`config.mk`:
```
export PLATFORM = sky130hd
export DESIGN_NAME = fixed_block_free_list_allocator_core
export DESIGN_NICKNAME = d
export VERILOG_FILES = /design/src/design/fbfla_pkg.sv /design/src/design/fbfla_cell.sv /design/src/design/fixed_block_free_list_allocator_core.sv
export SDC_FILE = /design/constraint.sdc
export NUM_CORES = 1
export LEC_CHECK = 0
export BUFFER_PORTS_ARGS = -buffer_cell sky130_fd_sc_hd__clkbuf_2
export CORE_MARGIN = 10
export CORE_UTILIZATION = 35
export DETAILED_ROUTE_END_ITERATION = 8
export GPL_TIMING_DRIVEN = 0
export PLACE_DENSITY_LB_ADDON = 0.05
export SYNTH_ARGS = -nofsm -noshare
export SYNTH_HDL_FRONTEND = slang
export SYNTH_SLANG_ARGS = --single-unit
```
`constraint.sdc`:
```
create_clock -name clk -period 12.8 [get_ports clk]
set_input_delay 2.56 -clock clk [delete_from_list [all_inputs] [get_ports clk]]
set_output_delay 2.56 -clock clk [all_outputs]
set_load 0.05 [all_outputs]
```
`src/design/fbfla_pkg.sv`:
```
package fbfla_pkg;

  // pool geometry, fixed by the 4-bit block index
  localparam int NUM_BLOCKS = 16;
  localparam int IDX_W      = $clog2(NUM_BLOCKS);
  localparam int LINK_W     = $clog2(NUM_BLOCKS + 1);
  localparam logic [LINK_W-1:0] NULL_LINK = LINK_W'(NUM_BLOCKS);

  // register and field widths
  localparam int BB_W   = 13;
  localparam int PB_W   = 17;
  localparam int OFS_W  = 16;
  localparam int ACC_W  = PB_W + 1;
  localparam int PROD_W = IDX_W + BB_W;

  localparam logic [BB_W-1:0] BLOCK_BYTES_RST = BB_W'(64);
  localparam logic [PB_W-1:0] POOL_BYTES_RST  = PB_W'(1024);

  // configuration register indexes
  localparam logic CFG_BLOCK_BYTES = 1'b0;
  localparam logic CFG_POOL_BYTES  = 1'b1;

  typedef enum logic [1:0] {
    OP_INIT    = 2'd0,
    OP_ALLOC   = 2'd1,
    OP_FREE    = 2'd2,
    OP_DESTROY = 2'd3
  } op_t;

  typedef enum logic {
    S_IDLE = 1'b0,
    S_WAVE = 1'b1
  } state_t;

  // init wavefront handed from cell to cell
  typedef struct packed {
    logic              live;
    logic [ACC_W-1:0]  acc;   // byte offset where this cell's block starts
    logic [LINK_W-1:0] idx;   // index of the cell the wave reaches
    logic [LINK_W-1:0] prev;  // link to write: previous block or null
  } wave_t;

endpackage

```
`src/design/fbfla_cell.sv`:
```
module fbfla_cell
  import fbfla_pkg::*;
(
  input  logic              clk,
  input  logic              rst_n,
  input  wave_t             wave_i,
  output wave_t             wave_o,
  input  logic [BB_W-1:0]   block_bytes_i,
  input  logic [PB_W-1:0]   pool_bytes_i,
  input  logic              wr_en_i,
  input  logic [LINK_W-1:0] wr_link_i,
  output logic [LINK_W-1:0] link_o,
  output logic              took_o
);

  logic [LINK_W-1:0] link_r;
  logic [ACC_W-1:0]  end_ofs;
  logic              fits;
  wave_t             wave_r;
  wave_t             wave_nxt;

  // block fits when its size is nonzero and its end does not pass the pool end
  assign end_ofs = wave_i.acc + ACC_W'(block_bytes_i);
  assign fits    = (block_bytes_i != '0) && (end_ofs <= ACC_W'(pool_bytes_i));
  assign took_o  = wave_i.live && fits;

  always_comb begin
    wave_nxt.live = took_o;
    wave_nxt.acc  = end_ofs;
    wave_nxt.idx  = wave_i.idx + LINK_W'(1);
    wave_nxt.prev = wave_i.idx;
  end

  always_ff @(posedge clk) begin
    if (!rst_n) begin
      wave_r.live <= 1'b0;
    end else begin
      wave_r.live <= wave_nxt.live;
    end
    wave_r.acc  <= wave_nxt.acc;
    wave_r.idx  <= wave_nxt.idx;
    wave_r.prev <= wave_nxt.prev;
  end

  // link entry has no reset, written by init wave or by a free
  always_ff @(posedge clk) begin
    if (took_o) begin
      link_r <= wave_i.prev;
    end else if (wr_en_i) begin
      link_r <= wr_link_i;
    end
  end

  assign wave_o = wave_r;
  assign link_o = link_r;

endmodule

```
`src/design/fixed_block_free_list_allocator_core.sv`:
```
// allocate, free and destroy: result strobe in the cycle after start, one item per cycle while not busy
// init: a wave runs through all 16 link cells, one cell per cycle; the result strobe follows the end of the wave
// init rate is set by the cell chain, busy stays high while the wave is in flight
// results appear for one cycle on out_valid; the receiver cannot stall
// synchronous active-low reset: free list empty, block_bytes 64, pool_bytes 1024
module fixed_block_free_list_allocator_core
  import fbfla_pkg::*;
(
  input  logic              clk,
  input  logic              rst_n,
  // item in
  input  logic              start,
  output logic              busy,
  input  logic [1:0]        in_opcode,
  input  logic [IDX_W-1:0]  in_block_index,
  input  logic              in_is_null,
  // result out
  output logic              out_valid,
  output logic              out_ok,
  output logic [IDX_W-1:0]  out_given_index,
  output logic [OFS_W-1:0]  out_byte_offset,
  // configuration writes
  input  logic              cfg_valid,
  output logic              cfg_ready,
  input  logic              cfg_index,
  input  logic [PB_W-1:0]   cfg_data
);

  // control state
  state_t            state_r, state_nxt;
  logic [IDX_W-1:0]  wave_cnt_r, wave_cnt_nxt;
  logic [LINK_W-1:0] head_r, head_nxt;
  logic [BB_W-1:0]   block_bytes_r;
  logic [PB_W-1:0]   pool_bytes_r;

  // result registers
  logic              out_valid_r, out_valid_nxt;
  logic              out_ok_r, out_ok_nxt;
  logic [IDX_W-1:0]  out_given_index_r, out_given_index_nxt;
  logic [OFS_W-1:0]  out_byte_offset_r, out_byte_offset_nxt;

  // fsm outputs
  logic              seed;
  logic              wave_done;

  // cell chain wiring
  wave_t             wave [NUM_BLOCKS];
  logic [LINK_W-1:0] links [NUM_BLOCKS];
  logic [NUM_BLOCKS-1:0] took;
  logic [NUM_BLOCKS-1:0] wr_en;

  logic              accept;
  op_t               op;
  logic [PROD_W-1:0] prod;

  assign accept    = start && !busy;
  assign op        = op_t'(in_opcode);
  assign cfg_ready = 1'b1;

  // -------------------------------------------------------------------------
  // state machine: idle takes items, wave walks the init through the cells
  // -------------------------------------------------------------------------
  always_comb begin
    state_nxt    = state_r;
    wave_cnt_nxt = wave_cnt_r;
    case (state_r)
      S_IDLE: begin
        wave_cnt_nxt = '0;
        if (accept && op == OP_INIT) begin
          state_nxt = S_WAVE;
        end
      end
      S_WAVE: begin
        wave_cnt_nxt = wave_cnt_r + IDX_W'(1);
        if (wave_cnt_r == IDX_W'(NUM_BLOCKS - 1)) begin
          state_nxt    = S_IDLE;
          wave_cnt_nxt = '0;
        end
      end
      default: begin
        state_nxt    = S_IDLE;
        wave_cnt_nxt = '0;
      end
    endcase
  end

  always_comb begin
    busy      = 1'b0;
    seed      = 1'b0;
    wave_done = 1'b0;
    case (state_r)
      S_IDLE: begin
        busy = 1'b0;
      end
      S_WAVE: begin
        busy      = 1'b1;
        seed      = (wave_cnt_r == '0);
        wave_done = (wave_cnt_r == IDX_W'(NUM_BLOCKS - 1));
      end
      default: begin
        busy = 1'b1;
      end
    endcase
  end

  // -------------------------------------------------------------------------
  // cell chain: cell i holds the next link of block i
  // the wave enters cell 0 in the first wave cycle and moves one cell a cycle
  // -------------------------------------------------------------------------
  // live, acc, idx, prev: block 0 starts at offset 0 and links to null
  assign wave[0] = {seed, ACC_W'(0), LINK_W'(0), NULL_LINK};

  for (genvar i = 0; i < NUM_BLOCKS; i++) begin : g_cell
    if (i < NUM_BLOCKS - 1) begin : g_mid
      fbfla_cell u_cell (
        .clk           (clk),
        .rst_n         (rst_n),
        .wave_i        (wave[i]),
        .wave_o        (wave[i+1]),
        .block_bytes_i (block_bytes_r),
        .pool_bytes_i  (pool_bytes_r),
        .wr_en_i       (wr_en[i]),
        .wr_link_i     (head_r),
        .link_o        (links[i]),
        .took_o        (took[i])
      );
    end else begin : g_last
      fbfla_cell u_cell (
        .clk           (clk),
        .rst_n         (rst_n),
        .wave_i        (wave[i]),
        .wave_o        (),
        .block_bytes_i (block_bytes_r),
        .pool_bytes_i  (pool_bytes_r),
        .wr_en_i       (wr_en[i]),
        .wr_link_i     (head_r),
        .link_o        (links[i]),
        .took_o        (took[i])
      );
    end
  end

  // -------------------------------------------------------------------------
  // head update and result for each item
  // -------------------------------------------------------------------------
  assign prod = head_r[IDX_W-1:0] * block_bytes_r;

  always_comb begin
    head_nxt            = head_r;
    wr_en               = '0;
    out_valid_nxt       = 1'b0;
    out_ok_nxt          = 1'b0;
    out_given_index_nxt = '0;
    out_byte_offset_nxt = '0;

    if (accept) begin
      out_valid_nxt = (op != OP_INIT);
      case (op)
        OP_INIT: begin
          // list is rebuilt by the wave, start empty
          head_nxt = NULL_LINK;
        end
        OP_ALLOC: begin
          // pop the head unless the list is empty
          if (head_r < NULL_LINK) begin
            head_nxt            = links[head_r[IDX_W-1:0]];
            out_ok_nxt          = 1'b1;
            out_given_index_nxt = head_r[IDX_W-1:0];
            out_byte_offset_nxt = prod[OFS_W-1:0];
          end
        end
        OP_FREE: begin
          // push as given, no double-free check; null free does nothing
          if (!in_is_null) begin
            wr_en[in_block_index] = 1'b1;
            head_nxt              = {1'b0, in_block_index};
          end
        end
        OP_DESTROY: begin
          head_nxt = NULL_LINK;
        end
        default: begin
          head_nxt = head_r;
        end
      endcase
    end

    // last block chained by the wave becomes the head
    for (int i = 0; i < NUM_BLOCKS; i++) begin
      if (took[i]) begin
        head_nxt = LINK_W'(i);
      end
    end

    if (wave_done) begin
      out_valid_nxt = 1'b1;
    end
  end

  always_ff @(posedge clk) begin
    if (!rst_n) begin
      state_r       <= S_IDLE;
      wave_cnt_r    <= '0;
      head_r        <= NULL_LINK;
      out_valid_r   <= 1'b0;
      block_bytes_r <= BLOCK_BYTES_RST;
      pool_bytes_r  <= POOL_BYTES_RST;
    end else begin
      state_r     <= state_nxt;
      wave_cnt_r  <= wave_cnt_nxt;
      head_r      <= head_nxt;
      out_valid_r <= out_valid_nxt;
      if (cfg_valid && cfg_ready) begin
        case (cfg_index)
          CFG_BLOCK_BYTES: block_bytes_r <= cfg_data[BB_W-1:0];
          CFG_POOL_BYTES:  pool_bytes_r  <= cfg_data;
          default:         pool_bytes_r  <= pool_bytes_r;
        endcase
      end
    end
  end

  always_ff @(posedge clk) begin
    out_ok_r          <= out_ok_nxt;
    out_given_index_r <= out_given_index_nxt;
    out_byte_offset_r <= out_byte_offset_nxt;
  end

  assign out_valid       = out_valid_r;
  assign out_ok          = out_ok_r;
  assign out_given_index = out_given_index_r;
  assign out_byte_offset = out_byte_offset_r;

  // -------------------------------------------------------------------------
  // checks
  // -------------------------------------------------------------------------

  // a result follows either a non-init item or the end of an init wave
  a_result_source: assert property (@(posedge clk) disable iff (!rst_n)
    out_valid |-> ($past(accept) && $past(in_opcode) != OP_INIT) || $past(wave_done))
    else $error("result strobe without a matching item");

  // the wave sits in at most one cell at a time
  a_one_cell_takes: assert property (@(posedge clk) disable iff (!rst_n)
    $onehot0(took))
    else $error("more than one cell took the init wave");

  // head is a block index or the null marker
  a_head_range: assert property (@(posedge clk) disable iff (!rst_n)
    head_r <= NULL_LINK)
    else $error("head out of range");

  // a failed or non-allocate result carries zeros
  a_zero_when_not_ok: assert property (@(posedge clk) disable iff (!rst_n)
    (out_valid && !out_ok) |-> (out_given_index == '0 && out_byte_offset == '0))
    else $error("nonzero payload without ok");

endmodule

```
Yosys cells after proc, flatten, opt, wreduce, memory -nomap -nowiden
Cells that the tools add are included.
{"block": "word_totals", "ff_bits": 422, "in_bits": 29, "out_inout_bits": 24, "elab_cells": 215}
{"block": "op_classes", "n_addsub": 16, "mul": 1, "n_lt_le_gt_ge": 20, "eq_ne": 6, "n_mux": 53, "bitwise": 3, "reduce_logical": 61}
{"op": "$le A18 B17 Y1", "n": 15}
{"op": "$add A18 B13 Y18", "n": 14}
{"op": "$mux W5", "n": 35}
{"op": "$mux W16", "n": 3}
{"op": "$ne A18 B2 Y1 const B", "n": 2}
{"op": "$logic_and A1 B1 Y1", "n": 35}
{"op": "$reduce_bool A2 Y1", "n": 15}
{"op": "$bmux W5 S4", "n": 1}
{"op": "$le A13 B17 Y1", "n": 1}
{"op": "$reduce_bool A17 Y1", "n": 1}
{"op": "$mul A4 B13 Y16", "n": 1}
{"op": "$pmux W5 S3", "n": 1}
{"op": "$add A13 B13 Y14", "n": 1}
{"op": "$reduce_bool A13 Y1", "n": 1}
{"op": "$mux W1", "n": 8}
{"op": "$pmux W4 S2", "n": 1}
{"op": "$reduce_and A2 Y1", "n": 3}
{"op": "$reduce_and A3 Y1", "n": 2}
{"op": "$ge A5 B5 Y1 const B", "n": 1}
{"op": "$lt A4 B5 Y1 const B", "n": 1}
{"op": "$lt A5 B5 Y1 const B", "n": 1}
{"op": "$not A4 Y5", "n": 1}
{"op": "$add A4 B1 Y4 const B", "n": 1}
{"op": "$demux W1 S4", "n": 1}
{"op": "other kinds (11)", "n": 14}

Logic depth before layout (Yosys ltp)
Gate-level depths: netlist of the first run.
{"block": "depth", "depth_word": 23, "depth_mapped": 24, "mapped_depth_nobuf": 24}

Cells and area by module
A second synthesis of the first run with hierarchy kept.
{"block": "unflattened", "cells_unflattened": 4034, "hier_area_um2": 37616.1}
{"module": "fbfla_cell (g_cell[12].g_mid.u_cell ...)", "instances": 9, "cells_each": 219, "area_per_inst_um2": 2068.2}
{"module": "fbfla_cell (g_cell[0].g_mid.u_cell ...)", "instances": 5, "cells_each": 214, "area_per_inst_um2": 2028.2}
{"module": "fixed_block_free_list_allocator_core", "instances": 1, "cells_each": 526, "area_per_inst_um2": 4546.9}
{"module": "fbfla_cell (g_cell[2].g_mid.u_cell)", "instances": 1, "cells_each": 240, "area_per_inst_um2": 2203.4}
{"module": "fbfla_cell (g_cell[14].g_mid.u_cell)", "instances": 1, "cells_each": 227, "area_per_inst_um2": 2110.8}

Least setup slack after synthesis of the first run
No wires, ideal clock.
{"block": "synth_timing", "path_kind": "register -> register", "startpoint": "reg block_bytes_r[1]", "endpoint": "reg head_r[0]", "t_arrival_ns": 5.601, "setup_slack_ns": 7.074, "stages_incl_launch_ff": 23, "n_path_buf": 0, "synth_period_minus_slack_ns": 5.726, "path_cell_list": "dfxtp_1 -> ha_1 -> a21o_1 -> a21oi_1 -> o21bai_1 -> a21oi_1 -> nor2b_1 -> o21a_1 -> o31a_1 -> o41ai_2 -> or4b_1 -> o211ai_1 -> ha_1 -> and3_1 -> nand3_1 -> o31ai_1 -> nor2_1 -> a211oi_2 -> nor2_1 -> a221o_1 -> a221o_1 -> nand4_1 -> a211oi_2"}
{"item": "start, declared", "line": "fixed_block_free_list_allocator_core.sv:33", "text": "logic [BB_W-1:0] block_bytes_r;"}
{"item": "start signal, assigned", "line": "fixed_block_free_list_allocator_core.sv:215", "text": "CFG_BLOCK_BYTES: block_bytes_r <= cfg_data[BB_W-1:0];"}
{"item": "$add A18 B13 Y18 (*)", "line": "fbfla_cell.sv:23", "text": "assign end_ofs = wave_i.acc + ACC_W'(block_bytes_i);"}
{"item": "net g_cell[2].g_mid.u_cell.end_ofs[13]", "line": "fbfla_cell.sv:17", "text": "logic [ACC_W-1:0] end_ofs;"}
{"item": "$le A18 B17 Y1 (*)", "line": "fbfla_cell.sv:24", "text": "assign fits = (block_bytes_i != '0) && (end_ofs <= ACC_W'(pool_bytes_i));"}
{"item": "$logic_and A1 B1 Y1 (*)", "line": "fbfla_cell.sv:24"}
{"item": "$logic_and A1 B1 Y1 (*)", "line": "fbfla_cell.sv:25", "text": "assign took_o = wave_i.live && fits;"}
{"item": "$mux W5 (14 in series)", "line": "fixed_block_free_list_allocator_core.sv:190", "text": "if (took[i]) begin"}
{"item": "end signal, assigned", "line": "fixed_block_free_list_allocator_core.sv:211", "text": "head_r <= head_nxt;"}
{"item": "end, declared", "line": "fixed_block_free_list_allocator_core.sv:32", "text": "logic [LINK_W-1:0] head_r, head_nxt;"}
The timed path passes the listed nets; every way through them passes the cells marked *.
A chain may end at the register's enable or synchronous reset.

Worst setup path in the final report of the first run
{"block": "layout_timing", "startpoint": "reg block_bytes_r[1]", "endpoint": "reg head_r[0]"}
{"block": "layout_via", "elab_chain_cells": 19}
{"item": "$add A13 B13 Y14 (*)", "line": "fbfla_cell.sv:23"}
{"item": "net g_cell[1].g_mid.u_cell.end_ofs[12]", "line": "fbfla_cell.sv:17"}
{"item": "$le A18 B17 Y1 (*)", "line": "fbfla_cell.sv:24"}
{"item": "$logic_and A1 B1 Y1 (*)", "line": "fbfla_cell.sv:24"}
{"item": "$logic_and A1 B1 Y1 (*)", "line": "fbfla_cell.sv:25"}
{"item": "$mux W5 (15 in series)", "line": "fixed_block_free_list_allocator_core.sv:190"}
Marked as above.

==> flow_summary.json, run 1 <==
{
  "status": "completed",
  "wl_um": 94900,
  "ys_warn_count": 0,
  "power_mw": 6.40,
  "p_leak_nw": 14.4,
  "finalHoldViolCount": 0,
  "gp_congestion": 0.858,
  "synth_seq_cells": 412,
  "hold_path_class": "reg -> reg",
  "startpoint_type": "register",
  "rsz0062_at_grt": "false",
  "fin_crit_ns": 6.67,
  "cts_resized": 0,
  "clock-sinks": 412,
  "clock_path_buffers": 3,
  "synth_edf_count": 0,
  "fmax_ghz": 0.150,
  "power_density_mw_per_mm2": 203,
  "hpwl_um": 69700,
  "port_buffers": 49,
  "ys_seq_area_frac": 0.297,
  "multi_input_area_mm2": 0.0188,
  "vias_per_cell": 5.43,
  "fin_util": 0.401,
  "vias": 23000,
  "tns_ns": 0,
  "fin_nets": 3693,
  "cts_buffers": 53,
  "async_reset_ff_frac": 0,
  "antenna_left": 0,
  "cp_max_fo": 20,
  "required_ns": 13.33,
  "drive_gt1_frac": 0.0796,
  "period_share": 0.521,
  "mostFrequentLayoutCell": "ha_1",
  "synth_area_per_cell_um2": 9.16,
  "fillerInstances": 7797,
  "grt_usage": 0.205,
  "slew_headroom": 0.0668,
  "firstDrtPassIters": 7,
  "die-area_mm2": 0.0909,
  "cts_tree": "yes",
  "clkSlewWorstSetupHoldPaths_ns": 0.06,
  "coreArea_mm2": 0.0787,
  "slew_viol_final": 0,
  "ys_types": 92,
  "syn2layout_area_growth_pct": 13.9,
  "ys.flop_type": "dfxtp_1",
  "finClkSkew_ns": 0.0314,
  "floorplan.die.height_um": 302,
  "antenna_found_initial": 3,
  "maxCapViolCount": 0,
  "final_cell_mix": "ha_1, dfxtp_1, nor2_1, nand2_1, a21oi_1",
  "setup_violations": 0,
  "h-tree-depth": 2,
  "die_width_um": 302,
  "wl_per_cell_um": 22.4,
  "grt_pass1_wl_um": 142000,
  "cts_hold_buffers": 0,
  "rows": 103,
  "worstSkewPairLatency_ns": 0.64,
  "drtIter0Drc": 1381,
  "io_pins": 53,
  "register_area_mm2": 0.00827,
  "root_buffer": "clkbuf_16",
  "first_global_vias": 23000,
  "ir_drop_v": 0.000119,
  "tightest_slew_ns": 1.40,
  "drc": 0,
  "crit_path_end_kind": "register",
  "syn_area_mm2": 0.0277,
  "initial_core_util": 0.352,
  "syn_inst": 3027,
  "timing_worst_setup_path_type": "reg -> reg",
  "crit_arrival_ns": 7.20,
  "cts_setup_buffers": 0,
  "grt_max_degree": 24,
  "syn_nets": 3574,
  "gr-total-overflow": 0
}
-- cell usage after synthesis (all sizes together) (45+ instances only) --
| master | count | area share |
|---|---|---|
| o21ai | 133 | 0.024 |
| nor3 | 59 | 0.011 |
| nand3 | 82 | 0.015 |
| mux2i | 47 | 0.017 |
| inv | 144 | 0.019 |
| nand2 | 251 | 0.034 |
| dfxtp | 412 | 0.30 |
| o21bai | 45 | 0.012 |
| nor2 | 263 | 0.036 |
| xnor2 | 176 | 0.056 |
| a21o | 68 | 0.018 |
| ha | 481 | 0.22 |
| xor2 | 48 | 0.015 |
| a21oi | 241 | 0.044 |
| nand4 | 49 | 0.011 |
-- worst max-delay path, cell delays in order (launching register included) --
cell and delay, ns:
dfxtp_2 0.88, inv_1 0.48, fa_1 0.58, nor2b_1 0.13, o21ai_0 0.11, a21boi_0 0.23, o21ai_0 0.13, a21boi_0 0.23
o21ai_0 0.13, a21boi_0 0.23, o21ai_0 0.16, a21oi_1 0.20, xor2_1 0.24, ha_1 0.29, nand4_1 0.13, a221oi_1 0.07
a221oi_1 0.70, o311a_1 0.75, nor4_1 0.15, nand4bb_1 0.23, nor3_4 0.09, a221oi_2 0.29, a211oi_2 0.09
-- path summary, 6_finish.rpt --
check	slack (ns)	cells after the start	start	to
setup reg to reg	6.13	22	block_bytes_r[1]$_SDFFE_PN0P_	head_r[0]$_SDFFE_PN0P_
setup / recovery	6.13	22	block_bytes_r[1]$_SDFFE_PN0P_	head_r[0]$_SDFFE_PN0P_
hold reg to reg	0.45	2	g_cell[1].g_mid.u_cell.link_o[3]$_SDFFE_PP0P_	g_cell[1].g_mid.u_cell.link_o[3]$_SDFFE_PP0P_
hold / removal	0.45	2	g_cell[1].g_mid.u_cell.link_o[3]$_SDFFE_PP0P_	g_cell[1].g_mid.u_cell.link_o[3]$_SDFFE_PP0P_
-- registers in the layout, summed over array words and instances (netlist names) --
register                     count
g_cell.g_mid.u_cell.wave_o     270
out_valid                        1
g_cell.g_mid.u_cell.link_o      75
out_byte_offset                 16
out_given_index                  4
wave_cnt_r                       4
state_r                          1
out_ok                           1
g_cell.g_last.u_cell.link_o      5
block_bytes_r                   13
head_r                           5
pool_bytes_r                    17
-- routing by layer --
| layer | part of all wire | global-route usage | up-vias | wire length (um) |
|---|---|---|---|---|
| met1 | 0.50 | 0.296 | 11200 | 47900 |
| met3 | 0.040 | 0.0228 | 124 | 3800 |
| li1 | - | - | 11200 | - |
| met4 | 0.024 | 0.0501 | 0 | 2280 |
| met2 | 0.43 | 0.322 | 448 | 40900 |
| met5 | 0 | 0 | - | 0 |
-- final cells by class --
type,instances,share of cell area
multi-input combinational,2428,0.593
sequential,412,0.262
clock buffer,69,0.0477
tap,1050,0.0416
timing repair buffer,64,0.0177
inverter,144,0.0171
clock inverter,29,0.0141
buffer,43,0.00685
antenna,1,0.0000792
-- through the flow --
stage	instance area, um2	instances	setup WS (ns)	hold WS (ns)
after global routing	31600	4239	5.66	0.476
final	31600	4240	6.13	0.455
after global placement	29300	4126	4.31	0.439
after CTS	31600	4239	5.96	0.456
after floorplan	27700	3027	7.07	0.430
after detailed placement	29600	4141	5.97	0.446
-- logic make-up after synthesis --
kind of cell	after synthesis	share of synthesized area
compound gates	715	0.169
fa+ha+maj	518	0.244
flops	412	0.297
simple gates	899	0.155
buf+inv	187	0.0273
mux	71	0.0365
xor+xnor	224	0.0707
other cells	1	0.000135
-- power breakdown --
group | leakage (nW) | switching (mW) | internal (mW)
sequential | 3.41 | 0.178 | 1.62
combinational | 10.1 | 1.69 | 1.25
clock | 0.944 | 0.643 | 1.02
total | 14.4 | 2.52 | 3.89
Power figures use the tool's default switching activity.
==> run 2, diff against run 1 <==
==> constraint.sdc (replaced) <==
create_clock -name clk -period 5.4 [get_ports clk]
set_input_delay 1.08 -clock clk [delete_from_list [all_inputs] [get_ports clk]]
set_output_delay 1.08 -clock clk [all_outputs]
set_load 0.05 [all_outputs]
==> run 2 against run 1 <==
  * Non-clock buffer count increased by 66
  * Final cell count increased by 1.6%
  * Global-route usage up 0.38 points
  * Largest cell class unchanged
==> flow_summary.json, run 2 (synthesis results as in run 1) <==
{
  "slew_headroom": 0.0775,
  "floorplan.die.height_um": 302,
  "vias_per_cell": 5.39,
  "port_buffers": 49,
  "cts_hold_buffers": 0,
  "finClkSkew_ns": 0.0285,
  "firstDrtPassIters": 5,
  "hold_path_class": "reg -> reg",
  "cts_tree": "yes",
  "hpwl_um": 69500,
  "r2r_cells": 25,
  "required_ns": 5.95,
  "gp_congestion": 0.866,
  "dp_cells": 4140,
  "power_mw": 15.5,
  "gr-total-overflow": 0,
  "timing.rr.end": "head_r[0]$_SDFFE_PN0P_",
  "crit_arrival_ns": 5.85,
  "clock_path_buffers": 3,
  "first_global_vias": 23200,
  "worst_slack_ns": 0.102,
  "maxCapViolCount": 0,
  "fmax_ghz": 0.189,
  "critPathMaxStageDelay_ns": 0.49,
  "grt_pass1_wl_um": 145000,
  "design_area_mm2": 0.0329,
  "vias": 23200,
  "placed_cell_area_mm2": 0.0296,
  "clock-sinks": 412,
  "r2r_slack_ns": 0.10,
  "whs_endpoint": "g_cell[1].g_mid.u_cell.link_o[3]$_SDFFE_PP0P_",
  "startpoint_type": "register",
  "crit_path_end_kind": "register",
  "h-tree-depth": 2,
  "finalHoldViolCount": 0,
  "setup_violations": 0,
  "fin_cells": 4307,
  "path_common_cell": "a21oi_2",
  "mostFrequentLayoutCell": "ha_1",
  "drtIter0Drc": 1318,
  "slew_viol_final": 0,
  "cts_buffers": 53,
  "ir_drop_v": 0.000272,
  "final_cell_mix": "ha_1, dfxtp_1, nor2_1, nand2_1, a21oi_1",
  "dp_slack_ns": -1.91,
  "rows": 103,
  "status": "completed",
  "io_pins": 53,
  "fin_crit_ns": 5.30,
  "grt_usage": 0.209,
  "p_leak_nw": 15.0,
  "fin_nets": 3759,
  "wl_per_cell_um": 22.6,
  "antenna_left": 0,
  "initial_core_util": 0.352,
  "wl_um": 97300,
  "period_share": 0.981,
  "largest_register_ffs": 270,
  "die-area_mm2": 0.0909,
  "syn2layout_area_growth_pct": 18.8,
  "r2r_start": "block_bytes_r[0]$_SDFFE_PN0P_",
  "min_from": "g_cell[1].g_mid.u_cell.link_o[3]$_SDFFE_PP0P_",
  "worstSkewPairLatency_ns": 0.63,
  "rsz0062_at_grt": "true",
  "drc": 0,
  "clkSlewWorstSetupHoldPaths_ns": 0.06,
  "coreArea_mm2": 0.0787,
  "drive_gt1_frac": 0.138,
  "antenna_found_initial": 2,
  "die_width_um": 302,
  "whs_path_depth": 2,
  "timing_worst_setup_path_type": "reg -> reg",
  "crit_slowest_cell": "or4_4",
  "cp_max_fo": 7,
  "tightest_slew_ns": 1.38,
  "root_buffer": "clkbuf_16",
  "grt_max_degree": 21,
  "power_density_mw_per_mm2": 470
}
## run 2: cell count changes in the layout (fill, tap and decap cells not counted), sizes merged
cell / before / now
buf: 24 / 92
clkbuf: 152 / 148
clkinv: 13 / 14
clkinvlp: 6 / 9
inv: 145 / 144
## run 2: stage by stage
step	utilization	hold WS (ns)	TNS [ns]
final	0.418	0.456	0
after global routing	0.418	0.471	-0.221
after CTS	0.410	0.455	-0.00499
after detailed placement	0.376	0.447	-52.79
after global placement	0.372	0.437	-71.23
after floorplan	-	0.430	0
## run 2: what timing repair did
item | 4_1_cts | 5_1_grt
pin swaps | 24 | 64
buffers inserted | 39 | 35
setup endpoints to repair | 88 | 7
gates resized for setup | 87 | 106
## run 2: critical path: cells and delay by family (launching register included)
family	cells	cell delay, ns
fa+ha+maj	3	0.82
xor+xnor	1	0.10
flops	1	0.40
buf+inv	2	0.30
compound gates	13	2.34
simple gates	6	1.25
## run 2: final cells by class
cell class	count	area (um2)
antenna	1	2.50
multi-input combinational	2428	19500
clock buffer	67	1460
inverter	144	548
fill	7647	45800
timing repair buffer	134	1160
clock inverter	32	465
tap	1050	1310
sequential	412	8270
buffer	39	211
## run 2: where the power goes
group | switching, mW | leakage (nW) | total, mW | internal, mW
clock network | 1.53 | 0.926 | 3.89 | 2.36
registers | 0.428 | 3.41 | 4.27 | 3.84
logic | 4.20 | 10.7 | 7.34 | 3.14
total | 6.16 | 15.0 | 15.5 | 9.33
## run 2: routing by layer
layer	routed length (um)	global-route usage	vias to the layer above
met4	2630	0.0561	0
li1	-	-	11300
met3	4520	0.0256	129
met5	0	0	-
met1	47800	0.296	11200
met2	42400	0.331	512
## run 2: worst max-delay path by stage
stage	slack, ns	startpoint	to
after global routing	-0.14	block_bytes_r[1]$_SDFFE_PN0P_	head_r[1]$_SDFFE_PN0P_
after global placement	-1.95	block_bytes_r[2]$_SDFFE_PN0P_	head_r[1]$_SDFFE_PN0P_
after detailed placement	-1.91	block_bytes_r[1]$_SDFFE_PN0P_	head_r[0]$_SDFFE_PN0P_
final	0.10	block_bytes_r[0]$_SDFFE_PN0P_	head_r[0]$_SDFFE_PN0P_
after CTS	-0.005	block_bytes_r[0]$_SDFFE_PN0P_	head_r[0]$_SDFFE_PN0P_
after floorplan	0.13	block_bytes_r[0]$_SDFFE_PN0P_	head_r[0]$_SDFFE_PN0P_
==> run 3, diff against run 2 <==
--- a/config.mk
+++ b/config.mk
@@ -5,12 +5,14 @@
 export SDC_FILE = /design/constraint.sdc
 export NUM_CORES = 1
 export LEC_CHECK = 0
-export BUFFER_PORTS_ARGS = -buffer_cell sky130_fd_sc_hd__clkbuf_2
 export CORE_MARGIN = 10
 export CORE_UTILIZATION = 35
 export DETAILED_ROUTE_END_ITERATION = 8
+export DONT_BUFFER_PORTS = 1
 export GPL_TIMING_DRIVEN = 0
+export MAX_ROUTING_LAYER = met4
 export PLACE_DENSITY_LB_ADDON = 0.05
+export SKIP_LAST_GASP = 1
 export SYNTH_ARGS = -nofsm -noshare
 export SYNTH_HDL_FRONTEND = slang
 export SYNTH_SLANG_ARGS = --single-unit
==> run 3 against run 2 <==
  * Count of clock-buffer cells in the layout increased by 3
  * Final area decreased by 2.0%
  * Utilization decreased by 0.83 points
  * Die area unchanged
  * Global-route usage increased by 0.50 points
  * Sequential share of layout area increased by 0.51 points
  * Wire length decreased by 0.93%
  * Register-to-register slack got worse by 0.09 ns
  * Sequential cell count unchanged
  * Total power decreased by 1.7%
  * Combinational power decreased by 2%
  * Via count decreased by 0.82%
  * Largest power group unchanged
==> flow_summary.json, run 3 (synthesis results as in run 1) <==
{
  "tns_ns": 0,
  "largest_register_ffs": 270,
  "pwr-share-seq": 0.280,
  "vias": 23000,
  "hold_path_class": "reg -> reg",
  "first_global_vias": 23200,
  "grt_pass1_wl_um": 144000,
  "crit_path_end_kind": "register",
  "period_share": 0.998,
  "fillerInstances": 7782,
  "die-area_mm2": 0.0909,
  "power_frac_clock": 0.248,
  "critical_path.endpoint": "head_r[1]$_SDFFE_PN0P_",
  "critPathMaxStageDelay_ns": 0.50,
  "timing.rr.end": "head_r[1]$_SDFFE_PN0P_",
  "final_cell_mix": "ha_1, dfxtp_1, nor2_1, nand2_1, a21oi_1",
  "required_ns": 5.92,
  "setup.worst_path.start": "block_bytes_r[0]$_SDFFE_PN0P_",
  "maxCapViolCount": 0,
  "whs_ns": 0.456,
  "rows": 103,
  "drc": 0,
  "antenna_left": 0,
  "antenna_found_initial": 4,
  "combPwrFrac": 0.471,
  "r2r_start": "block_bytes_r[0]$_SDFFE_PN0P_",
  "fmax_ghz": 0.186,
  "finalHoldViolCount": 0,
  "p_sw_mw": 6.07,
  "r2r_cells": 25,
  "drtIter0Drc": 1603,
  "setup_violations": 0,
  "grt_usage": 0.214,
  "dp_cells": 4092,
  "h-tree-depth": 2,
  "grt_max_degree": 24,
  "gp_congestion": 0.875,
  "clock-sinks": 412,
  "fin_crit_ns": 5.39,
  "crit_slowest_cell": "or4_4",
  "fin_cells": 4243,
  "timing_worst_setup_path_type": "reg -> reg",
  "p_leak_nw": 14.7,
  "design_area_mm2": 0.0323,
  "mostFrequentLayoutCell": "ha_1",
  "cts_tree": "yes",
  "p_int_mw": 9.17,
  "cts_hold_buffers": 0,
  "worstSkewPairLatency_ns": 0.63,
  "ir_drop_v": 0.000250,
  "initial_core_util": 0.352,
  "coreArea_mm2": 0.0787,
  "port_buffers": 0,
  "floorplan.die.height_um": 302,
  "firstDrtPassIters": 5,
  "root_buffer": "clkbuf_16",
  "hpwl_um": 69400,
  "tightest_slew_ns": 1.45,
  "slew_headroom": 0.0291,
  "io_pins": 53,
  "placed_cell_area_mm2": 0.0294,
  "clkSlewWorstSetupHoldPaths_ns": 0.06,
  "finClkSkew_ns": 0.0209,
  "fin_nets": 3695,
  "cp_max_fo": 6,
  "startpoint_type": "register",
  "status": "completed",
  "die_width_um": 302,
  "r2r_slack_ns": 0.01,
  "slew_viol_final": 0,
  "rsz0062_at_grt": "true",
  "clock_path_buffers": 3,
  "drive_gt1_frac": 0.106,
  "gr-total-overflow": 0,
  "cts_buffers": 53,
  "syn2layout_area_growth_pct": 16.4,
  "wl_um": 96400,
  "wl_per_cell_um": 22.7,
  "power_density_mw_per_mm2": 472,
  "crit_arrival_ns": 5.91,
  "switching_share": 0.398,
  "vias_per_cell": 5.43,
  "power_mw": 15.2
}
run 3: cell count changes in the layout (fill, tap and decap cells not counted), sizes merged:
cell      change
clkinv        +2
buf          -15
clkbuf       -46
clkinvlp      -4
bufinv        -2
inv           +1
run 3: critical path, delay by kind of cell (launching register included):
family          cells  cell delay (ns)
flops               1             0.39
xor+xnor            1             0.11
simple gates        6             1.20
fa+ha+maj           3             0.87
compound gates     13             2.36
buf+inv             2             0.33
run 3: worst min path at each step:
stage	startpoint	endpoint	depth (start not counted)
2_1_floorplan	wave_cnt_r[0]$_SDFF_PP0_	wave_cnt_r[0]$_SDFF_PP0_	1
3_3_place_gp	g_cell[0].g_mid.u_cell.link_o[1]$_SDFFE_PP0P_	g_cell[0].g_mid.u_cell.link_o[1]$_SDFFE_PP0P_	2
3_5_place_dp	g_cell[0].g_mid.u_cell.link_o[1]$_SDFFE_PP0P_	g_cell[0].g_mid.u_cell.link_o[1]$_SDFFE_PP0P_	2
4_1_cts	g_cell[0].g_mid.u_cell.link_o[1]$_SDFFE_PP0P_	g_cell[0].g_mid.u_cell.link_o[1]$_SDFFE_PP0P_	2
5_1_grt	g_cell[13].g_mid.u_cell.link_o[2]$_SDFFE_PP1P_	g_cell[13].g_mid.u_cell.link_o[2]$_SDFFE_PP1P_	1
6_report	pool_bytes_r[6]$_SDFFE_PN0P_	pool_bytes_r[6]$_SDFFE_PN0P_	2
run 3: cell type report:
| cell class | instances | area, um2 | area share |
|---|---|---|---|
| multi-input cells | 2428 | 19300 | 0.596 |
| flip-flops and latches | 412 | 8280 | 0.256 |
| clock buffers | 70 | 1470 | 0.0455 |
| well taps | 1050 | 1310 | 0.0407 |
| repair buffers | 71 | 833 | 0.0258 |
| inverters | 144 | 544 | 0.0169 |
| clock inverters | 29 | 387 | 0.0120 |
| plain buffers | 38 | 209 | 0.00647 |
| diodes | 1 | 2.50 | 0.0000775 |
run 3: through the flow:
step / worst slack, ns / util
2_1_floorplan: 0.134 / -
3_3_place_gp: -1.93 / 0.369
3_5_place_dp: -1.84 / 0.373
4_1_cts: -0.0316 / 0.406
5_1_grt: -0.203 / 0.410
6_report: 0.0131 / 0.410
run 3: repair_timing:
action | in CTS | in global routing
endpoints found under the setup margin | 71 | 12
cloned | 0 | 0
setup buffers | 41 | 15
pin swaps | 25 | 44
gates resized for setup | 82 | 54
run 3: per-layer routing:
layer  up-vias  GRT usage  wire (um)
met4         0     0.0481       2130
met2       465      0.330      42100
met1     11200      0.298      47800
li1      11200          -          -
met3       117     0.0243       4350
met5         -          -          0
run 3: power groups by stage:
stage | clock (mW) | combinational [mW] | sequential, mW
after floorplan | 0 | 5.19 | 4.15
after global placement | 0 | 6.64 | 4.37
after detailed placement | 0 | 6.85 | 4.33
after CTS | 3.89 | 7.04 | 4.27
after global routing | 4.00 | 8.13 | 4.34
final | 3.78 | 7.18 | 4.27
